## config.mk

```make
export PLATFORM = sky130hd
export DESIGN_NAME = three_term_recurrence_checksum
export DESIGN_NICKNAME = d
export VERILOG_FILES = /design/src/hw/rtl/ttrc_pkg.sv /design/src/hw/rtl/ttrc_in_reg.sv /design/src/hw/rtl/ttrc_core.sv /design/src/hw/rtl/three_term_recurrence_checksum.sv
export SDC_FILE = /design/constraint.sdc
export NUM_CORES = 1
export LEC_CHECK = 0
export BUFFER_PORTS_ARGS = -buffer_cell sky130_fd_sc_hd__buf_4
export CAP_MARGIN = 25
export CORE_MARGIN = 3
export CORE_UTILIZATION = 55
export DETAILED_ROUTE_END_ITERATION = 6
export HOLD_SLACK_MARGIN = 0.03
export PLACE_DENSITY = 0.8
export SLEW_MARGIN = 20
export SYNTH_ARGS = -nofsm -noshare
export SYNTH_HDL_FRONTEND = slang
export SYNTH_SLANG_ARGS = --single-unit
```

## constraint.sdc

```tcl
create_clock -name clk -period 30 [get_ports clk]
set_input_delay 6 -clock clk [delete_from_list [all_inputs] [get_ports clk]]
set_output_delay 6 -clock clk [all_outputs]
set_load 0.005 [all_outputs]
```

## src/hw/rtl/ttrc_pkg.sv

```systemverilog
// Package for the three-term recurrence checksum.
// Holds the byte item type, recurrence constants and the mod-65535 fold.
// No dependencies.
`default_nettype none

package ttrc_pkg;

  localparam int unsigned TERM_W   = 16;
  localparam int unsigned BYTE_W   = 8;
  localparam int unsigned PROD_W   = 25;  // 9-bit factor times 16-bit term

  localparam logic [TERM_W-1:0] MODULUS      = 16'hFFFF;
  localparam logic [TERM_W-1:0] START_TERM   = 16'd1;
  localparam logic [BYTE_W-1:0] FIRST_OFFSET = 8'd7;
  localparam logic [12:0]       ALPHA_MUL    = 13'd17;
  localparam logic [12:0]       BETA_MUL     = 13'd31;

  typedef struct packed {
    logic [BYTE_W-1:0] data_byte;
    logic              last_byte;
  } item_t;

  // 2^16 = 1 mod 65535, so high and low halves are simply added,
  // then one conditional subtract brings the sum into 0..65534
  function automatic logic [TERM_W-1:0] fold_mod(input logic [PROD_W-1:0] v);
    logic [TERM_W:0] s;
    s = {8'd0, v[PROD_W-1:TERM_W]} + {1'b0, v[TERM_W-1:0]};
    if (s >= {1'b0, MODULUS}) begin
      s = s - {1'b0, MODULUS};
    end
    return s[TERM_W-1:0];
  endfunction

endpackage

`default_nettype wire

```

## src/hw/rtl/ttrc_in_reg.sv

```systemverilog
// Input register stage for the recurrence checksum.
// Holds one byte transfer until the core takes it; uses ttrc_pkg.
`default_nettype none

module ttrc_in_reg (
  input  wire logic           clk,
  input  wire logic           rst_n,
  input  wire logic           in_valid,
  output logic                in_ready,
  input  wire ttrc_pkg::item_t in_item,
  input  wire logic           take,      // core consumes the held item
  output logic                held_valid,
  output ttrc_pkg::item_t     held_item
);
  import ttrc_pkg::*;

  logic  valid_r, valid_nxt;
  item_t item_r;

  assign in_ready   = !valid_r || take;
  assign held_valid = valid_r;
  assign held_item  = item_r;

  always_comb begin
    valid_nxt = valid_r;
    if (in_valid && in_ready) begin
      valid_nxt = 1'b1;
    end else if (take) begin
      valid_nxt = 1'b0;
    end
  end

  always_ff @(posedge clk) begin
    if (!rst_n) begin
      valid_r <= 1'b0;
    end else begin
      valid_r <= valid_nxt;
    end
  end

  always_ff @(posedge clk) begin
    if (in_valid && in_ready) begin
      item_r <= in_item;
    end
  end

endmodule

`default_nettype wire

```

## src/hw/rtl/ttrc_core.sv

```systemverilog
// Recurrence core: running terms, position counter and next-term arithmetic.
// Computes the next term combinationally, one term per step; uses ttrc_pkg.
`default_nettype none

module ttrc_core (
  input  wire logic            clk,
  input  wire logic            rst_n,
  input  wire logic            step,
  input  wire ttrc_pkg::item_t item,
  output logic [15:0]          result
);
  import ttrc_pkg::*;

  logic [TERM_W-1:0] older_r, older_nxt;
  logic [TERM_W-1:0] newer_r, newer_nxt;
  logic [BYTE_W-1:0] pos_r, pos_nxt;
  logic              first_r, first_nxt;

  logic [12:0]        alpha_full, beta_full;
  logic [BYTE_W:0]    factor;
  logic [PROD_W-1:0]  plus;
  logic [PROD_W-1:0]  minus;
  logic               negative;
  logic [PROD_W-1:0]  magnitude;
  logic [TERM_W-1:0]  folded;
  logic [TERM_W-1:0]  next_term;
  logic [TERM_W-1:0]  first_term;

  assign alpha_full = {5'd0, pos_r} * ALPHA_MUL;
  assign beta_full  = {5'd0, pos_r} * BETA_MUL;
  assign factor     = {1'b0, item.data_byte} + {1'b0, alpha_full[7:0]};

  assign plus  = {16'd0, factor} * {9'd0, newer_r};
  assign minus = {17'd0, beta_full[7:0]} * {9'd0, older_r};

  // a negative difference wraps in 64 bits, which leaves (d + 1) mod 65535
  assign negative  = plus < minus;
  assign magnitude = negative ? (minus - plus - 25'd1) : (plus - minus);
  assign folded    = fold_mod(magnitude);
  assign next_term = (negative && folded != '0) ? (MODULUS - folded) : folded;

  assign first_term = {8'd0, item.data_byte} + {8'd0, FIRST_OFFSET};
  assign result     = first_r ? first_term : next_term;

  always_comb begin
    older_nxt = older_r;
    newer_nxt = newer_r;
    pos_nxt   = pos_r;
    first_nxt = first_r;
    if (step) begin
      if (item.last_byte) begin
        older_nxt = START_TERM;
        newer_nxt = START_TERM;
        pos_nxt   = '0;
        first_nxt = 1'b1;
      end else if (first_r) begin
        older_nxt = START_TERM;
        newer_nxt = first_term;
        pos_nxt   = 8'd1;
        first_nxt = 1'b0;
      end else begin
        older_nxt = newer_r;
        newer_nxt = next_term;
        pos_nxt   = pos_r + 8'd1;
      end
    end
  end

  always_ff @(posedge clk) begin
    if (!rst_n) begin
      older_r <= START_TERM;
      newer_r <= START_TERM;
      pos_r   <= '0;
      first_r <= 1'b1;
    end else begin
      older_r <= older_nxt;
      newer_r <= newer_nxt;
      pos_r   <= pos_nxt;
      first_r <= first_nxt;
    end
  end

endmodule

`default_nettype wire

```

## src/hw/rtl/three_term_recurrence_checksum.sv

```systemverilog
// Three-term recurrence checksum, top level; uses ttrc_pkg, ttrc_in_reg, ttrc_core.
// Throughput: one byte per cycle, set by the term update in ttrc_core, except while a
// last byte waits for a held result; that byte passes the input register, then the
// result register, which raises out_tvalid.
// Reset: synchronous, active low; clears both valids and returns the terms to start.
`default_nettype none

module three_term_recurrence_checksum (
  input  wire logic        clk,
  input  wire logic        rst_n,
  input  wire logic        in_tvalid,
  output logic             in_tready,
  input  wire logic [7:0]  in_tdata,   // [7:0] data_byte
  input  wire logic        in_tlast,   // last_byte
  output logic             out_tvalid,
  input  wire logic        out_tready,
  output logic [15:0]      out_tdata   // [15:0] checksum
);
  import ttrc_pkg::*;

  item_t             in_item;
  item_t             held_item;
  logic              held_valid;
  logic              take;
  logic [TERM_W-1:0] result;
  logic              out_valid_r, out_valid_nxt;
  logic [TERM_W-1:0] out_data_r;

  assign in_item.data_byte = in_tdata;
  assign in_item.last_byte = in_tlast;

  // a non-last byte never needs the result register, so it always moves on
  assign take = held_valid && (!held_item.last_byte || !out_valid_r || out_tready);

  ttrc_in_reg u_in_reg (
    .clk        (clk),
    .rst_n      (rst_n),
    .in_valid   (in_tvalid),
    .in_ready   (in_tready),
    .in_item    (in_item),
    .take       (take),
    .held_valid (held_valid),
    .held_item  (held_item)
  );

  ttrc_core u_core (
    .clk    (clk),
    .rst_n  (rst_n),
    .step   (take),
    .item   (held_item),
    .result (result)
  );

  always_comb begin
    out_valid_nxt = out_valid_r;
    if (take && held_item.last_byte) begin
      out_valid_nxt = 1'b1;
    end else if (out_tready) begin
      out_valid_nxt = 1'b0;
    end
  end

  always_ff @(posedge clk) begin
    if (!rst_n) begin
      out_valid_r <= 1'b0;
    end else begin
      out_valid_r <= out_valid_nxt;
    end
  end

  always_ff @(posedge clk) begin
    if (take && held_item.last_byte) begin
      out_data_r <= result;
    end
  end

  assign out_tvalid = out_valid_r;
  assign out_tdata  = out_data_r;

endmodule

`default_nettype wire

```

==> results.toml, run 1 <==
[critical_path]
cpPeakStageDelay_ps = 690
cpMaxStageDelayCell = "a21oi_1"
r2r_end = "u_core.newer_r[14]$_SDFFE_PN0P_"
worst_setup_path_end_kind = "register"
rrSetupSlack_ps = 13150
path_class = "register to register"
ff2ff_path_depth = 61
crit_start = "u_core.pos_r[0]$_SDFFE_PN0P_"
cp_data_required_time_ps = 30290
crit_path_start_kind = "register"
crit_path_max_fanout = 25
reg2reg_from = "u_core.pos_r[0]$_SDFFE_PN0P_"
arrival_ps = 17130

[logic_synthesis]
yosysUniqueCellTypes = 85
netlist_area_um2 = 16000
ys_ff_latch = 68
yosysWarningCount = 0
synthFlopType = "dfxtp_1"
synth_nets = 2313
synthCells = 1931
synth_edf_count = 25
ys_seq_area_frac = 0.101
synthArstFlopShare = 0
postSynthAreaPerCell_um2 = 8.28

[cells_and_area]
fill_cells = 2513
final_area_um2 = 16800
final_common_cell = "inv_1"
fin_nets = 2295
syn2layout_area_growth_pct = 5.14
drive_above_1_share = 0.0516
final_cell_mix = "312 x inv_1, 211 x nand2_1, 197 x fa_1"

[detailed_routing]
vias_per_cell = 5.91
drc = 0
first_iter_violations = 1057
dr.pass1.iters = 7
wl_per_cell_um = 19.0
wl_mm = 43.7
antenna_left = 0
vias = 13600

[sta]
fmax_ghz = 0.0594
slew_headroom = 0.376
finalCriticalPeriod_ps = 16850
finalCritPeriodShare = 0.562
rsz0062_at_grt = "no"
skew_ps = 8.06
setup_violations = 0
fin_tns_setup_ps = 0
post-route-worst-setup-slack_ps = 13150
worst_pin_slew_ps = 932
hold_violations = 0
slew_violations = 0

[die]
die_y_um = 176
start_util = 0.566
rows = 61
num_io_pins = 31
dieArea_um2 = 31100
die_w_um = 176
core_um2 = 28200

[hold_path]
min_to = "u_core.pos_r[6]$_SDFFE_PN0P_"
hold_path_depth = 1
min_from = "u_core.pos_r[6]$_SDFFE_PN0P_"
hold_class = "register to register"

[global_route]
grt_max_degree = 29
grt_pass1_wl_mm = 73.6
overflow = 0
grt_usage = 0.293
antenna_found_initial = 0
first_global_vias = 14200

[flow_run]
drv_cap = 0

[placed_design]
port_buffers = 30
place_congestion = 0.932
place_ws_ps = 13610
dpl.hpwl_mm = 35.4
dpl-instance-area_um2 = 16500

[clock_tree]
clock-root-buffer = "clkbuf_16"
path_clk_slew_ps = 60
cts_tree = "yes"
cts_made_buffers = 9
ctsResizeCount = 0
postCtsHoldBufs = 0
clock_sinks = 68
cts.htree.levels = 3
clk_path_buf_depth = 2
clk_latency_ps = 340
cts_setup_buffers = 0

[status]
run_status = "completed"
-- worst max-delay path, delay by kind of cell, from the launching register on --
kind | cells | cell delay (ps)
AOI/OAI and AO/OA | 32 | 7170
adders and majority gates | 12 | 5470
DFF | 1 | 310
xor gates and xnor gates | 4 | 1160
buffers and inverters | 6 | 660
and+or+nand+nor | 7 | 2000
-- flip-flops by register name, summed over array words and instances (netlist names) --
register and flops:
out_tdata 16, u_core.newer_r 16, u_core.older_r 16, u_in_reg.held_item 9, u_core.pos_r 8, out_tvalid 1
u_core.first_r 1, u_in_reg.held_valid 1
-- worst max path at each step --
stage	endpoint	slack, ps	depth (start not counted)
after detailed placement	out_tdata[10]$_DFFE_PP_	13610	62
after floorplan	out_tdata[13]$_DFFE_PP_	15320	63
final	u_core.newer_r[14]$_SDFFE_PN0P_	13150	61
after CTS	u_core.newer_r[14]$_SDFFE_PN0P_	13450	61
after global routing	u_core.newer_r[14]$_SDFFE_PN0P_	11990	60
after global placement	out_tdata[10]$_DFFE_PP_	14120	58
-- layer usage --
layer,vias to the layer above,global-route usage,wire length [um]
met4,0,0.103,1610
met2,584,0.486,20500
met3,115,0.0409,3020
li1,6266,-,-
met1,6610,0.393,18500
met5,-,0,0
-- kinds of logic after synthesis --
family / synth area share
AOI/OAI and AO/OA: 0.166
xor gates and xnor gates: 0.0678
adders and majority gates: 0.381
buffers and inverters: 0.0917
DFF: 0.101
muxes: 0.0122
and+or+nand+nor: 0.180
-- synth_stat cells (all sizes together) (34+ instances only) --
library cell  instances  area share
and2                133       0.052
inv                 312       0.073
xnor2                92       0.051
nor2                 73       0.017
ha                  172        0.13
a21o                 34       0.016
fa                  197        0.25
nand2               211       0.050
clkbuf               64       0.015
dfxtp                43       0.054
o21bai               41       0.019
a21oi               117       0.037
o21ai                62       0.020
nor2b                37       0.014
-- final cells by class --
cell class | count | area, um2 | area share
Multi-Input combinational cell | 1476 | 12900 | 0.768
Antenna cell | 1 | 2.50 | 0.000149
Tap cell | 378 | 473 | 0.0281
Timing Repair Buffer | 45 | 335 | 0.0200
Sequential cell | 68 | 1610 | 0.0959
Inverter | 313 | 1170 | 0.0699
Clock inverter | 6 | 52.6 | 0.00313
Clock buffer | 10 | 250 | 0.0149
-- through the flow --
stage / cells / hold WS (ps) / utilization
floorplan: 1931 / 422 / -
global placement: 2279 / 478 / 0.584
detailed placement: 2279 / 491 / 0.584
CTS: 2295 / 505 / 0.595
global route: 2296 / 536 / 0.595
finish: 2297 / 509 / 0.595
Power of run 1 is not shown: default switching activity piles up to over one toggle a cycle in this logic, so the estimate is an artifact.
==> run 2: changes to the inputs <==
Clock period 30 ns to 17.2 ns, I/O delays scaled along.
==> run 2 against run 1 <==
Effect of this change:
- worst setup slack lost 12000 ps
- worst hold slack gained 2.7 ps
- highest routed layer unchanged
- critical path type unchanged
- largest cell class unchanged
- critical path depth is the same
- cell count is essentially flat
- routed wire length grew 0.84%
- count of clock-buffer cells in the layout shrank 1
- sequential share of layout area is essentially flat
==> results.toml, run 2 (same netlist as run 1, synthesis figures left out) <==
[status]
run_status = "completed"

[cells_and_area]
fin_nets = 2298
syn2layout_area_growth_pct = 5.50
fill_cells = 2471
drive_above_1_share = 0.0536
final_common_cell = "inv_1"
diodes = 0
final_cell_mix = "312 x inv_1, 211 x nand2_1, 197 x fa_1"

[clock_tree]
cts_setup_buffers = 0
clk_latency_ps = 340
cts.htree.levels = 3
clk_path_buf_depth = 2
clock_sinks = 68
cts_tree = "yes"
clock-root-buffer = "clkbuf_16"
postCtsHoldBufs = 0
path_clk_slew_ps = 70
cts_made_buffers = 9

[sta]
finalCriticalPeriod_ps = 16020
rsz0062_at_grt = "no"
slew_headroom = 0.378
fin_tns_setup_ps = 0
whs_ps = 511
skew_ps = 8.87
worst_pin_slew_ps = 930
finalCritPeriodShare = 0.932
hold_violations = 0
post-route-worst-setup-slack_ps = 1180
setup_violations = 0
slew_violations = 0
fmax_ghz = 0.0624

[critical_path]
cpMaxStageDelayCell = "xnor2_1"
worst_setup_path_end_kind = "register"
path_common_cell = "a21oi_1"
path_class = "register to register"
crit_path_start_kind = "register"
cp_data_required_time_ps = 17420
crit_path_max_fanout = 16
cpPeakStageDelay_ps = 740
arrival_ps = 16240

[detailed_routing]
dr.pass1.iters = 6
drc = 0
wl_per_cell_um = 19.2
vias_per_cell = 5.98
vias = 13700
wl_mm = 44.0
first_iter_violations = 1283
antenna_left = 0

[placed_design]
dpl.hpwl_mm = 35.6
port_buffers = 30
place_congestion = 0.964
place_ws_ps = 1370

[hold_path]
hold_class = "register to register"

[global_route]
antenna_found_initial = 0
first_global_vias = 14100
grt_max_degree = 28
overflow = 0
grt_usage = 0.290
grt_pass1_wl_mm = 72.4

[die]
dieArea_um2 = 31100
rows = 61
core_um2 = 28200
die_w_um = 176
num_io_pins = 31
die_y_um = 176
start_util = 0.566

[flow_run]
drv_cap = 0
-- run 2: critical path: cells and delay by family (launching register included) --
kind	cells	cell delay (ps)
AND/OR/NAND/NOR	8	1840
flip-flops	1	550
AO/OA/AOI/OAI	30	6000
buffers and inverters	5	610
adder cells (fa/ha/maj)	12	5350
multiplexers	2	340
XOR/XNOR	4	1150
-- run 2: per-layer routing --
layer	global-route usage	part of all wire	wire, um	up-vias
li1	-	-	-	6268
met1	0.383	0.42	18600	6713
met2	0.487	0.46	20400	629
met3	0.0320	0.070	3100	136
met4	0.117	0.044	1930	0
met5	0	0	0	-
-- run 2: area by class of cell --
cell class,count,area [um2],share of cell area
multi-input cells,1476,12900,0.766
flip-flops and latches,68,1610,0.0956
inverters,313,1170,0.0697
well taps,378,473,0.0280
repair buffers,48,360,0.0214
clock buffers,9,225,0.0134
clock inverters,7,105,0.00623
-- run 2: repair_timing --
item / CTS / global route
hold endpoints to repair: 0 / 0
endpoints found under the setup margin: 0 / 15
resized for setup: 0 / 2
-- run 2: path summary, 6_finish.rpt --
check / slack (ps) / startpoint / depth (start not counted) / to
hold / removal: 510 / u_core.pos_r[6]$_SDFFE_PN0P_ / 1 / u_core.pos_r[6]$_SDFFE_PN0P_
hold reg to reg: 510 / u_core.pos_r[6]$_SDFFE_PN0P_ / 1 / u_core.pos_r[6]$_SDFFE_PN0P_
setup reg to reg: 1180 / u_core.pos_r[1]$_SDFFE_PN0P_ / 61 / u_core.newer_r[3]$_SDFFE_PN0P_
setup / recovery: 1180 / u_core.pos_r[1]$_SDFFE_PN0P_ / 61 / u_core.newer_r[3]$_SDFFE_PN0P_
-- run 2: through the flow --
step	utilization	area [um2]	instances
floorplan	-	16000	1931
global placement	0.585	16500	2283
detailed placement	0.585	16500	2283
CTS	0.597	16900	2299
global route	0.597	16900	2299
finish	0.597	16900	2299
Power of run 2 is left out for the same reason.
